===== src/hw/rtl/cdr_pkg.sv =====
// Shared types and constants for the circular deque with rotate unit.
// Holds the request and response payload structs, operation codes and status codes.
// No dependencies.
`timescale 1ns / 1ps
package cdr_pkg;

   localparam int DEPTH_DEF = 16;
   localparam int WIDTH_DEF = 32;

   localparam int FUNC_W   = 3;
   localparam int VALUE_W  = 32;
   localparam int COUNT_W  = 5;
   localparam int STATUS_W = 2;

   localparam logic [FUNC_W-1:0] FUNC_ADD_FRONT = 3'd0;
   localparam logic [FUNC_W-1:0] FUNC_ADD_BACK  = 3'd1;
   localparam logic [FUNC_W-1:0] FUNC_REMOVE    = 3'd2;
   localparam logic [FUNC_W-1:0] FUNC_ROTATE    = 3'd3;
   localparam logic [FUNC_W-1:0] FUNC_SEARCH    = 3'd4;

   localparam logic [STATUS_W-1:0] STATUS_OK    = 2'd0;
   localparam logic [STATUS_W-1:0] STATUS_EMPTY = 2'd1;
   localparam logic [STATUS_W-1:0] STATUS_FULL  = 2'd2;

   typedef struct packed {
      logic [FUNC_W-1:0]  func;
      logic [VALUE_W-1:0] value;
   } req_type;

   typedef struct packed {
      logic [VALUE_W-1:0]  removed_value;
      logic                found;
      logic [VALUE_W-1:0]  first_value;
      logic [VALUE_W-1:0]  last_value;
      logic [COUNT_W-1:0]  count;
      logic [STATUS_W-1:0] status;
   } rsp_type;

   typedef enum logic [2:0] {
      OP_ADD_FRONT,
      OP_ADD_BACK,
      OP_REMOVE,
      OP_ROTATE,
      OP_SEARCH,
      OP_NOP
   } op_type;

   typedef struct packed {
      op_type             op;
      logic [VALUE_W-1:0] value;
   } cmd_type;

endpackage


===== src/hw/rtl/cdr_fifo.sv =====
// Two-entry register queue used between the front, the back and the response port.
// Carries an opaque bit vector of DATA_W bits. No package dependencies.
`timescale 1ns / 1ps
module cdr_fifo #(
   parameter int DATA_W = 8
) (
   input  logic              clock,
   input  logic              reset,
   input  logic              push,
   input  logic [DATA_W-1:0] push_data,
   output logic              full,
   input  logic              pop,
   output logic              empty,
   output logic [DATA_W-1:0] pop_data
);

   logic [DATA_W-1:0] slot_ff [2];
   logic              wr_ptr_ff, wr_ptr_in;
   logic              rd_ptr_ff, rd_ptr_in;
   logic [1:0]        count_ff, count_in;
   logic              do_push, do_pop;

   assign full     = (count_ff == 2'd2);
   assign empty    = (count_ff == 2'd0);
   assign pop_data = slot_ff[rd_ptr_ff];
   assign do_push  = push & ~full;
   assign do_pop   = pop & ~empty;

   always_comb begin
      wr_ptr_in = do_push ? ~wr_ptr_ff : wr_ptr_ff;
      rd_ptr_in = do_pop ? ~rd_ptr_ff : rd_ptr_ff;
      count_in  = count_ff;
      if (do_push && !do_pop) begin
         count_in = count_ff + 2'd1;
      end else if (do_pop && !do_push) begin
         count_in = count_ff - 2'd1;
      end
   end

   always_ff @(posedge clock) begin
      if (reset) begin
         wr_ptr_ff <= 1'b0;
         rd_ptr_ff <= 1'b0;
         count_ff  <= 2'd0;
      end else begin
         wr_ptr_ff <= wr_ptr_in;
         rd_ptr_ff <= rd_ptr_in;
         count_ff  <= count_in;
      end
   end

   always_ff @(posedge clock) begin
      if (do_push) begin
         slot_ff[wr_ptr_ff] <= push_data;
      end
   end

endmodule


===== src/hw/rtl/cdr_front.sv =====
// Front end: accepts requests, decodes the function code and queues commands.
// Depends on cdr_pkg and cdr_fifo.
`timescale 1ns / 1ps
module cdr_front
   import cdr_pkg::*;
(
   input  logic    clock,
   input  logic    reset,
   input  logic    req_push,
   input  req_type req_data,
   output logic    req_full,
   input  logic    cmd_pop,
   output logic    cmd_valid,
   output cmd_type cmd_data
);

   cmd_type                 cmd_dec;
   logic                    cmd_empty;
   logic [$bits(cmd_type)-1:0] cmd_bits;

   // Map the raw code to an operation; unused codes do nothing.
   always_comb begin
      cmd_dec.value = req_data.value;
      case (req_data.func)
         FUNC_ADD_FRONT: cmd_dec.op = OP_ADD_FRONT;
         FUNC_ADD_BACK:  cmd_dec.op = OP_ADD_BACK;
         FUNC_REMOVE:    cmd_dec.op = OP_REMOVE;
         FUNC_ROTATE:    cmd_dec.op = OP_ROTATE;
         FUNC_SEARCH:    cmd_dec.op = OP_SEARCH;
         default:        cmd_dec.op = OP_NOP;
      endcase
   end

   cdr_fifo #(
      .DATA_W ($bits(cmd_type))
   ) u_cmd_fifo (
      .clock     (clock),
      .reset     (reset),
      .push      (req_push),
      .push_data (cmd_dec),
      .full      (req_full),
      .pop       (cmd_pop),
      .empty     (cmd_empty),
      .pop_data  (cmd_bits)
   );

   assign cmd_valid = ~cmd_empty;
   assign cmd_data  = cmd_type'(cmd_bits);

endmodule


===== src/hw/rtl/cdr_back.sv =====
// Back end: shifting register store of the deque, executes one command at a time.
// Depends on cdr_pkg.
`timescale 1ns / 1ps
module cdr_back
   import cdr_pkg::*;
#(
   parameter int DEPTH = DEPTH_DEF,
   parameter int WIDTH = WIDTH_DEF
) (
   input  logic    clock,
   input  logic    reset,
   input  logic    cmd_valid,
   input  cmd_type cmd_data,
   output logic    cmd_pop,
   input  logic    rsp_full,
   output logic    rsp_push,
   output rsp_type rsp_data
);

   localparam int ELEM_W = (WIDTH < VALUE_W) ? WIDTH : VALUE_W;
   localparam int OCC_W  = $clog2(DEPTH + 1);

   typedef enum logic [1:0] {
      ST_EXEC   = 2'b01,
      ST_REDUCE = 2'b10
   } back_state_type;

   back_state_type    state_ff, state_in;
   logic [ELEM_W-1:0] cells_ff [DEPTH];
   logic [ELEM_W-1:0] cells_in [DEPTH];
   logic [ELEM_W-1:0] last_ff, last_in;
   logic [OCC_W-1:0]  occ_ff, occ_in;
   logic [DEPTH-1:0]  match_ff, match_in;
   logic [ELEM_W-1:0] v;
   logic              go, is_full, is_empty;
   logic              do_add_front, do_add_back, do_remove, do_rotate, do_search;

   assign v        = cmd_data.value[ELEM_W-1:0];
   assign is_full  = (occ_ff == OCC_W'(DEPTH));
   assign is_empty = (occ_ff == '0);
   assign go       = (state_ff == ST_EXEC) && cmd_valid && !rsp_full;
   assign cmd_pop  = go;

   assign do_add_front = go && (cmd_data.op == OP_ADD_FRONT) && !is_full;
   assign do_add_back  = go && (cmd_data.op == OP_ADD_BACK) && !is_full;
   assign do_remove    = go && (cmd_data.op == OP_REMOVE) && !is_empty;
   assign do_rotate    = go && (cmd_data.op == OP_ROTATE) && !is_empty;
   assign do_search    = go && (cmd_data.op == OP_SEARCH);

   // Each cell picks from its fixed neighbors, the new value or, on rotate, cell 0.
   for (genvar g = 0; g < DEPTH; g++) begin : g_cell
      logic [ELEM_W-1:0] prev_val;
      logic [ELEM_W-1:0] next_val;
      if (g == 0) begin : g_first
         assign prev_val = v;
      end else begin : g_mid
         assign prev_val = cells_ff[g-1];
      end
      if (g == DEPTH - 1) begin : g_last
         assign next_val = cells_ff[g];
      end else begin : g_inner
         assign next_val = cells_ff[g+1];
      end

      always_comb begin
         cells_in[g] = cells_ff[g];
         if (do_add_front) begin
            cells_in[g] = prev_val;
         end else if (do_add_back && (occ_ff == OCC_W'(g))) begin
            cells_in[g] = v;
         end else if (do_remove) begin
            cells_in[g] = next_val;
         end else if (do_rotate) begin
            cells_in[g] = (occ_ff == OCC_W'(g + 1)) ? cells_ff[0] : next_val;
         end
      end

      assign match_in[g] = (cells_ff[g] == v) && (OCC_W'(g) < occ_ff);
   end

   always_comb begin
      occ_in  = occ_ff;
      last_in = last_ff;
      if (do_add_front) begin
         occ_in  = occ_ff + 1'b1;
         last_in = is_empty ? v : last_ff;
      end else if (do_add_back) begin
         occ_in  = occ_ff + 1'b1;
         last_in = v;
      end else if (do_remove) begin
         occ_in  = occ_ff - 1'b1;
      end else if (do_rotate) begin
         last_in = cells_ff[0];
      end
   end

   always_comb begin
      state_in = state_ff;
      case (state_ff)
         ST_EXEC:   state_in = do_search ? ST_REDUCE : ST_EXEC;
         ST_REDUCE: state_in = ST_EXEC;
         default:   state_in = ST_EXEC;
      endcase
   end

   // Build the response from the post-operation view of the store.
   always_comb begin
      rsp_data.removed_value = do_remove ? VALUE_W'(cells_ff[0]) : '0;
      rsp_data.found         = 1'b0;
      rsp_data.first_value   = (occ_in != '0) ? VALUE_W'(cells_in[0]) : '0;
      rsp_data.last_value    = (occ_in != '0) ? VALUE_W'(last_in) : '0;
      rsp_data.count         = COUNT_W'(occ_in);
      rsp_data.status        = STATUS_OK;
      rsp_push               = 1'b0;
      if (state_ff == ST_REDUCE) begin
         rsp_push        = 1'b1;
         rsp_data.found  = |match_ff;
         rsp_data.status = is_empty ? STATUS_EMPTY : STATUS_OK;
      end else if (go && !do_search) begin
         rsp_push = 1'b1;
         case (cmd_data.op)
            OP_ADD_FRONT, OP_ADD_BACK: rsp_data.status = is_full ? STATUS_FULL : STATUS_OK;
            OP_REMOVE, OP_ROTATE:      rsp_data.status = is_empty ? STATUS_EMPTY : STATUS_OK;
            default:                   rsp_data.status = STATUS_OK;
         endcase
      end
   end

   always_ff @(posedge clock) begin
      if (reset) begin
         state_ff <= ST_EXEC;
         occ_ff   <= '0;
      end else begin
         state_ff <= state_in;
         occ_ff   <= occ_in;
      end
   end

   always_ff @(posedge clock) begin
      last_ff <= last_in;
      if (do_search) begin
         match_ff <= match_in;
      end
      for (int i = 0; i < DEPTH; i++) begin
         cells_ff[i] <= cells_in[i];
      end
   end

endmodule


===== src/hw/rtl/circular_deque_with_rotate_unit.sv =====
// Top level of the circular deque with rotate unit.
// Depends on cdr_pkg, cdr_fifo, cdr_front and cdr_back.
//
//   channel   ports                          role
//   request   req_push  req_full  req_data   func and value of one operation
//   response  rsp_pop   rsp_empty rsp_data   state of the deque after the operation
//
// A transaction is registered in a two-entry command queue, executed by the
// engine and its response registered in a two-entry response queue; a search
// also passes through the engine's match register and reduce state. The engine
// retires add, remove, rotate and unused codes at one per cycle while the
// response queue is not full; a search runs as a per-cell compare, then an OR
// reduction. Reset is synchronous, active high, and empties the deque and both
// queues. A full response queue stalls the engine, which in turn fills the
// command queue and raises req_full.
`timescale 1ns / 1ps
module circular_deque_with_rotate_unit
   import cdr_pkg::*;
#(
   parameter int DEPTH = DEPTH_DEF,
   parameter int WIDTH = WIDTH_DEF
) (
   input  logic    clock,
   input  logic    reset,
   input  logic    req_push,
   input  req_type req_data,
   output logic    req_full,
   input  logic    rsp_pop,
   output rsp_type rsp_data,
   output logic    rsp_empty
);

   logic    cmd_valid;
   logic    cmd_pop;
   cmd_type cmd_data;
   logic    eng_push;
   logic    eng_full;
   rsp_type eng_data;
   logic [$bits(rsp_type)-1:0] rsp_bits;

   // Decode and queue incoming transactions.
   cdr_front u_front (
      .clock     (clock),
      .reset     (reset),
      .req_push  (req_push),
      .req_data  (req_data),
      .req_full  (req_full),
      .cmd_pop   (cmd_pop),
      .cmd_valid (cmd_valid),
      .cmd_data  (cmd_data)
   );

   // Execute against the register store; hold while the response queue is full.
   cdr_back #(
      .DEPTH (DEPTH),
      .WIDTH (WIDTH)
   ) u_back (
      .clock     (clock),
      .reset     (reset),
      .cmd_valid (cmd_valid),
      .cmd_data  (cmd_data),
      .cmd_pop   (cmd_pop),
      .rsp_full  (eng_full),
      .rsp_push  (eng_push),
      .rsp_data  (eng_data)
   );

   // Buffer responses so the engine advances while the consumer stalls.
   cdr_fifo #(
      .DATA_W ($bits(rsp_type))
   ) u_rsp_fifo (
      .clock     (clock),
      .reset     (reset),
      .push      (eng_push),
      .push_data (eng_data),
      .full      (eng_full),
      .pop       (rsp_pop),
      .empty     (rsp_empty),
      .pop_data  (rsp_bits)
   );

   assign rsp_data = rsp_type'(rsp_bits);

endmodule


===== config.mk =====
export PLATFORM = sky130hd
export DESIGN_NAME = circular_deque_with_rotate_unit
export DESIGN_NICKNAME = d
export VERILOG_FILES = /design/src/hw/rtl/cdr_pkg.sv /design/src/hw/rtl/cdr_fifo.sv /design/src/hw/rtl/cdr_front.sv /design/src/hw/rtl/cdr_back.sv /design/src/hw/rtl/circular_deque_with_rotate_unit.sv
export SDC_FILE = /design/constraint.sdc
export NUM_CORES = 2
export LEC_CHECK = 0
export BUFFER_PORTS_ARGS = -buffer_cell sky130_fd_sc_hd__buf_2
export CAP_MARGIN = 20
export CORE_MARGIN = 2
export CORE_UTILIZATION = 42
export DETAILED_ROUTE_END_ITERATION = 7
export GPL_TIMING_DRIVEN = 0
export PLACE_DENSITY = 0.64
export SLEW_MARGIN = 20
export SYNTH_ARGS = -nofsm -noshare
export SYNTH_HDL_FRONTEND = slang
export SYNTH_SLANG_ARGS = --single-unit

===== constraint.sdc =====
create_clock -name clock -period 6.95 [get_ports clock]
set_input_delay 0.695 -clock clock [delete_from_list [all_inputs] [get_ports clock]]
set_output_delay 0.695 -clock clock [all_outputs]
set_load 0.01 [all_outputs]

# Word level (Yosys, flattened, before mapping)
# Memories as Yosys holds them, arrays and structs flattened. A register that Yosys moved wholly into a read port is not among the register bits.
# Cells that the tools add are included.
[word_totals]
inputBits = 39
out_inout_bits = 106
mem_bits_rw = 790
ff_bits = 63
word_cells = 273
latch_bits = 0
romBits = 0
memories = 3
[classes]
n_bitwise = 13
n_eq_ne = 44
muxes = 113
add_sub_neg = 6
mul = 0
n_shift = 0
div = 0
order_cmp = 16
reduce_logical = 68
[mem_list]
columns = ["memory", "depth", "width", "read_ports", "rd_ports_with_merged_regs", "write_ports", "line_no", "source"]
rows = [
  ["u_back.cells_ff", 16, 32, 16, 0, 16, "cdr_back.sv:29", "logic [ELEM_W-1:0] cells_ff [DEPTH];"],
  ["u_rsp_fifo.slot_ff", 2, 104, 1, 1, 1, "cdr_fifo.sv:17", "logic [DATA_W-1:0] slot_ff [2];"],
  ["u_front.u_cmd_fifo.slot_ff", 2, 35, 1, 1, 1, "cdr_fifo.sv:17", ""],
]
[ops]
columns = ["op", "count"]
rows = [
  ["2-to-1 mux 32 bit", 88],
  ["== test 32 bit", 16],
  ["logical AND 1 bit", 48],
  ["== test 5 x 4 -> 1 bit (second input constant)", 8],
  ["< comparator 4 x 5 -> 1 bit (first input constant)", 8],
  ["== test 5 x 3 -> 1 bit (second input constant)", 4],
  ["< comparator 3 x 5 -> 1 bit (first input constant)", 4],
  ["2-to-1 mux 2 bit", 8],
  ["OR reduction 16 bit", 1],
  ["2-to-1 mux 5 bit", 3],
  ["one-hot mux 3 bit (5 select lines)", 1],
  ["== test 3 x 2 -> 1 bit (second input constant)", 4],
  ["2-to-1 mux 1 bit", 12],
  ["== test 5 x 2 -> 1 bit (second input constant)", 2],
  ["< comparator 1 x 5 -> 1 bit (first input constant)", 2],
  ["< comparator 2 x 5 -> 1 bit (first input constant)", 2],
  ["inverter 1 bit", 9],
  ["logical NOT 1 bit", 8],
  ["== test 2 bit (second input constant)", 3],
  ["== test 3 x 1 -> 1 bit (second input constant)", 2],
  ["== test 3 bit (second input constant)", 2],
  ["logical NOT 3 bit", 2],
  ["OR reduction 2 bit", 3],
  ["adder 5 x 1 -> 5 bit (second input constant)", 1],
  ["other kinds (12)", 19],
]

# Logic depth before layout (Yosys ltp)
[logic_depth]
ltp_word = 14
mapped_depth = 12
depth_no_buf = 9

# By module
# Synthesis repeated with hierarchy kept, for this count alone.
[unflattened]
hier_cells = 4323
area_unflattened_um2 = 48276.3
[modules_own_cells]
columns = ["mod", "area_per_inst_um2", "seq_area_each_um2", "instances", "cells_each"]
rows = [
  ["cdr_back", 37547.3, 16315.6, 1, 3836],
  ["cdr_fifo at u_rsp_fifo", 7973.9, 6346.1, 1, 349],
  ["cdr_fifo at u_front.u_cmd_fifo", 2733.9, 2202.1, 1, 134],
  ["cdr_front", 21.3, 0.0, 1, 4],
]

# Worst setup path after synthesis
# OpenSTA, ideal clock, no wires.
[synth_timing]
path_type = "reg2reg"
startpoint = "reg (tool-made name)"
endpoint = "mem u_rsp_fifo.slot_ff[1][0] (netlist name), enable pin"
arrival_ns = 5.859
stages_incl_launch_ff = 8
t_required_ns = 6.369
setup_time_ns = 0.581
path_buffers = 2
slack_ns = 0.510
period_less_slack_ns = 6.440
cell_sequence = "dfxtp_1 buf_6 mux2_2 buf_2 nor2_1 a21oi_1 a21oi_1 nor2b_1"
[synth_lines]
columns = ["element", "line_no"]
rows = [
  ["to (decl)", "cdr_fifo.sv:17"],
]

==> reports/results.ini <==
[setup_path]
r2r_cells=13
critPathKind=reg2reg
critPathArrivalTime_ns=7.15
worstPathMaxFanout=20
startpoint=u_back.occ_ff[1]
cp-start-kind=register
required_ns=7.38
crit_path_end_kind=register
worstReg2RegStart=u_back.occ_ff[1]
reg2reg_slack_ns=0.22
r2r_end=u_back.cells_ff[1][50]

[sta]
worst_pin_slew_ns=1.26
clock_skew_ns=0.0424
fmax_ghz=0.149
drv_slew=0
finalCriticalPeriod_ns=6.73
setup_violations=0
hold_viol=0
finalCritPeriodShare=0.968
maxSlewHeadroom=0.163
holdWs_ns=0.144
rsz0062_at_grt=no

[final_layout]
finalNetCount=5444
fin_cells=7113
drive_gt1_frac=0.201
seq_area_sq_mm=0.0249
post-route-util=0.482
fin_area_sq_mm=0.0587
multiInputGateArea_sq_mm=0.0246
area_growth_pct=13.6
fillers=11600

[yosys]
yosysTopAreaCell=edfxtp_1
ys_seq_elements=855
syn_area_per_cell_sq_um=10.1
yosysSeqAreaShare=0.481
syn_inst=5126
ys_types=62
synth_flop_cell=edfxtp_1
async_reset_ff_frac=0
synth_area_sq_mm=0.0517
synth_area_leaders=edfxtp_1 45%, mux2_2 9.6%, xnor2_1 6.7%, nand2_1 5.6%, o21ai_0 4.4%
synth_fp_nets=5172
synth_top_area_frac=0.450
ys_warn_count=0
synth_edf_count=774

[drt]
drcViolationCount=0
drt_first_pass_iters=7
avgRoutedWirePerCell_um=34.2
ant_nets=0
routed_wl_mm=243
drtIter0Drc=7364
vias=44300
via_per_inst=6.23

[grt]
grt_overflow=0
grt_pass1_wl_mm=329
grt_max_degree=33
track_usage=0.375
grt_antenna_before_repair=13
grt_pass1_vias=41400

[power]
leakage_uw=0.0195
irDropWorstVdd_v=0.000295
p_per_area_mw_per_mm2=449
report.power.total_uw=26400

[clocking]
cts_tree=built
cts_buffers=99
cts.path.max_buffers=3
post-cts-setup-buffers=0
clkSlewWorstSetupHoldPaths_ns=0.06
cts_resized=0
cts_hold_buf=0
htreeDepth=3
clock_sinks=855
cts-root-buf=clkbuf_16
clk_latency_ns=0.76

[floorplan]
fp.dieH_um=355
pin_count=145
rows=128
start_util=0.424
core_region_area_sq_mm=0.122
die_x_um=355
die_area_sq_mm=0.126

[worst_hold_path]
min_from=req_data[15]
hp-class=in2reg
hold_path_end=u_front.u_cmd_fifo.slot_ff[1][15]
holdPathStages=1

[placement]
dp.final_hpwl_mm=193
place_area_sq_mm=0.0551
io_buffers=144
place_inst=6922
routabilityCongestion=1.07

[status]
status=complete, no violations

[run]
cap_violations=0

## worst max-delay path by stage
stage / to / slack, ns / cells after the start
2_1_floorplan: u_rsp_fifo.slot_ff[1][0] / 0.51 / 7
3_3_place_gp: u_rsp_fifo.slot_ff[1][47] / -2.79 / 7
3_5_place_dp: u_back.cells_ff[1][45] / 0.55 / 13
4_1_cts: u_back.cells_ff[1][54] / 0.49 / 13
5_1_grt: u_back.cells_ff[1][54] / 0.34 / 13
6_report: u_back.cells_ff[1][50] / 0.22 / 13
## report_power, final
group | switching, uW | internal (uW)
Clock | 2380 | 3410
Combinational | 8390 | 3670
Sequential | 862 | 7640
## kinds of logic after synthesis
kind of cell             share of synthesized area
AND/OR/NAND/NOR                              0.118
multiplexers                                 0.140
adder cells (fa/ha/maj)                    0.00169
XOR/XNOR                                    0.0881
buffers and inverters                       0.0451
AO/OA/AOI/OAI                                0.126
flip-flops                                   0.481
## critical path: stages, from the launching register on
cell and delay (ns):
dfxtp_1 0.52, clkbuf_1 0.59, inv_1 0.31, ha_1 0.32
nand4bb_1 0.40, nand2_1 0.48, nor3_4 0.72, buf_8 0.24
buf_2 0.50, buf_2 0.49, a21oi_1 0.31, clkbuf_1 0.52
nand2_2 0.70, buf_16 0.23
## cell type report
type                            count  area share
Tap cell                         1625      0.0346
Clock buffer                      125      0.0469
Antenna cell                        5    0.000213
Inverter                           74     0.00473
Sequential cell                   855       0.424
Buffer                            491      0.0351
Clock inverter                     61      0.0137
Multi-Input combinational cell   3706       0.419
Timing Repair Buffer              171      0.0221
## metal layers
layer / share of wire / vias to the layer above / track usage
met5: 0.00011 / - / 0
met4: 0.078 / 4 / 0.245
met3: 0.11 / 588 / 0.0800
met1: 0.40 / 21700 / 0.502
li1: - / 19000 / -
met2: 0.42 / 3098 / 0.548
## metrics by stage
step | worst slack [ns] | TNS, ns
after global placement | -2.79 | -824.59
after CTS | 0.490 | 0
after detailed placement | 0.547 | 0
final | 0.225 | 0
after floorplan | 0.510 | 0
after global routing | 0.344 | 0
## layout by cell type (no fill, tap or decap), types with 11 or more instances in the layout
cell       count
nand4_1      108
nand3_1       17
and3_1        34
nor2_1       346
buf_16        12
o22ai_1       21
or3_1         15
mux2i_4       11
a2bb2oi_1     30
o221ai_1      32
bufinv_16     16
o21ai_0      455
a21oi_1      319
clkbuf_16    104
a31o_2       133
nand2_1      762
clkinv_2      23
buf_1         28
buf_2        267
nand2_2       14
a31oi_1       64
mux2_2       440
nor3_1        14
xor2_1       125
xnor2_1      395
dfxtp_1       81
inv_1         74
nor2b_1       12
clkbuf_1     340
a21oi_2       11
buf_4         13
mux2i_1      195
edfxtp_1     774
a221o_1       11
nor4_1        67
## flip-flops by register name, indices dropped and copies added, names as in the netlist, named ones only
name,cells
u_back.occ_ff,5
u_front.u_cmd_fifo.rd_ptr_ff,1
u_back.state_ff,2
u_rsp_fifo.rd_ptr_ff,1
u_rsp_fifo.count_ff,2
u_back.last_ff,32
u_back.match_ff,16
u_rsp_fifo.slot_ff,208
u_rsp_fifo.wr_ptr_ff,1
u_back.cells_ff,512
u_front.u_cmd_fifo.wr_ptr_ff,1
u_front.u_cmd_fifo.count_ff,2
u_front.u_cmd_fifo.slot_ff,70
## Yosys cell counts, drive strengths merged (11+ instances only)
| library cell | instances |
|---|---|
| xnor2 | 395 |
| a31oi | 64 |
| mux2i | 212 |
| nand4 | 108 |
| dfxtp | 81 |
| nand2 | 776 |
| buf | 163 |
| a21oi | 331 |
| xor2 | 125 |
| a221o | 11 |
| edfxtp | 774 |
| and3 | 35 |
| or3 | 15 |
| inv | 74 |
| nand3 | 17 |
| o22ai | 21 |
| nor4 | 68 |
| a2bb2oi | 30 |
| mux2 | 440 |
| nor2 | 349 |
| clkbuf | 328 |
| nor2b | 13 |
| o21ai | 461 |
| a31o | 133 |
| nor3 | 17 |
| o221ai | 33 |
Note: power is estimated with default switching activity, not from simulation.
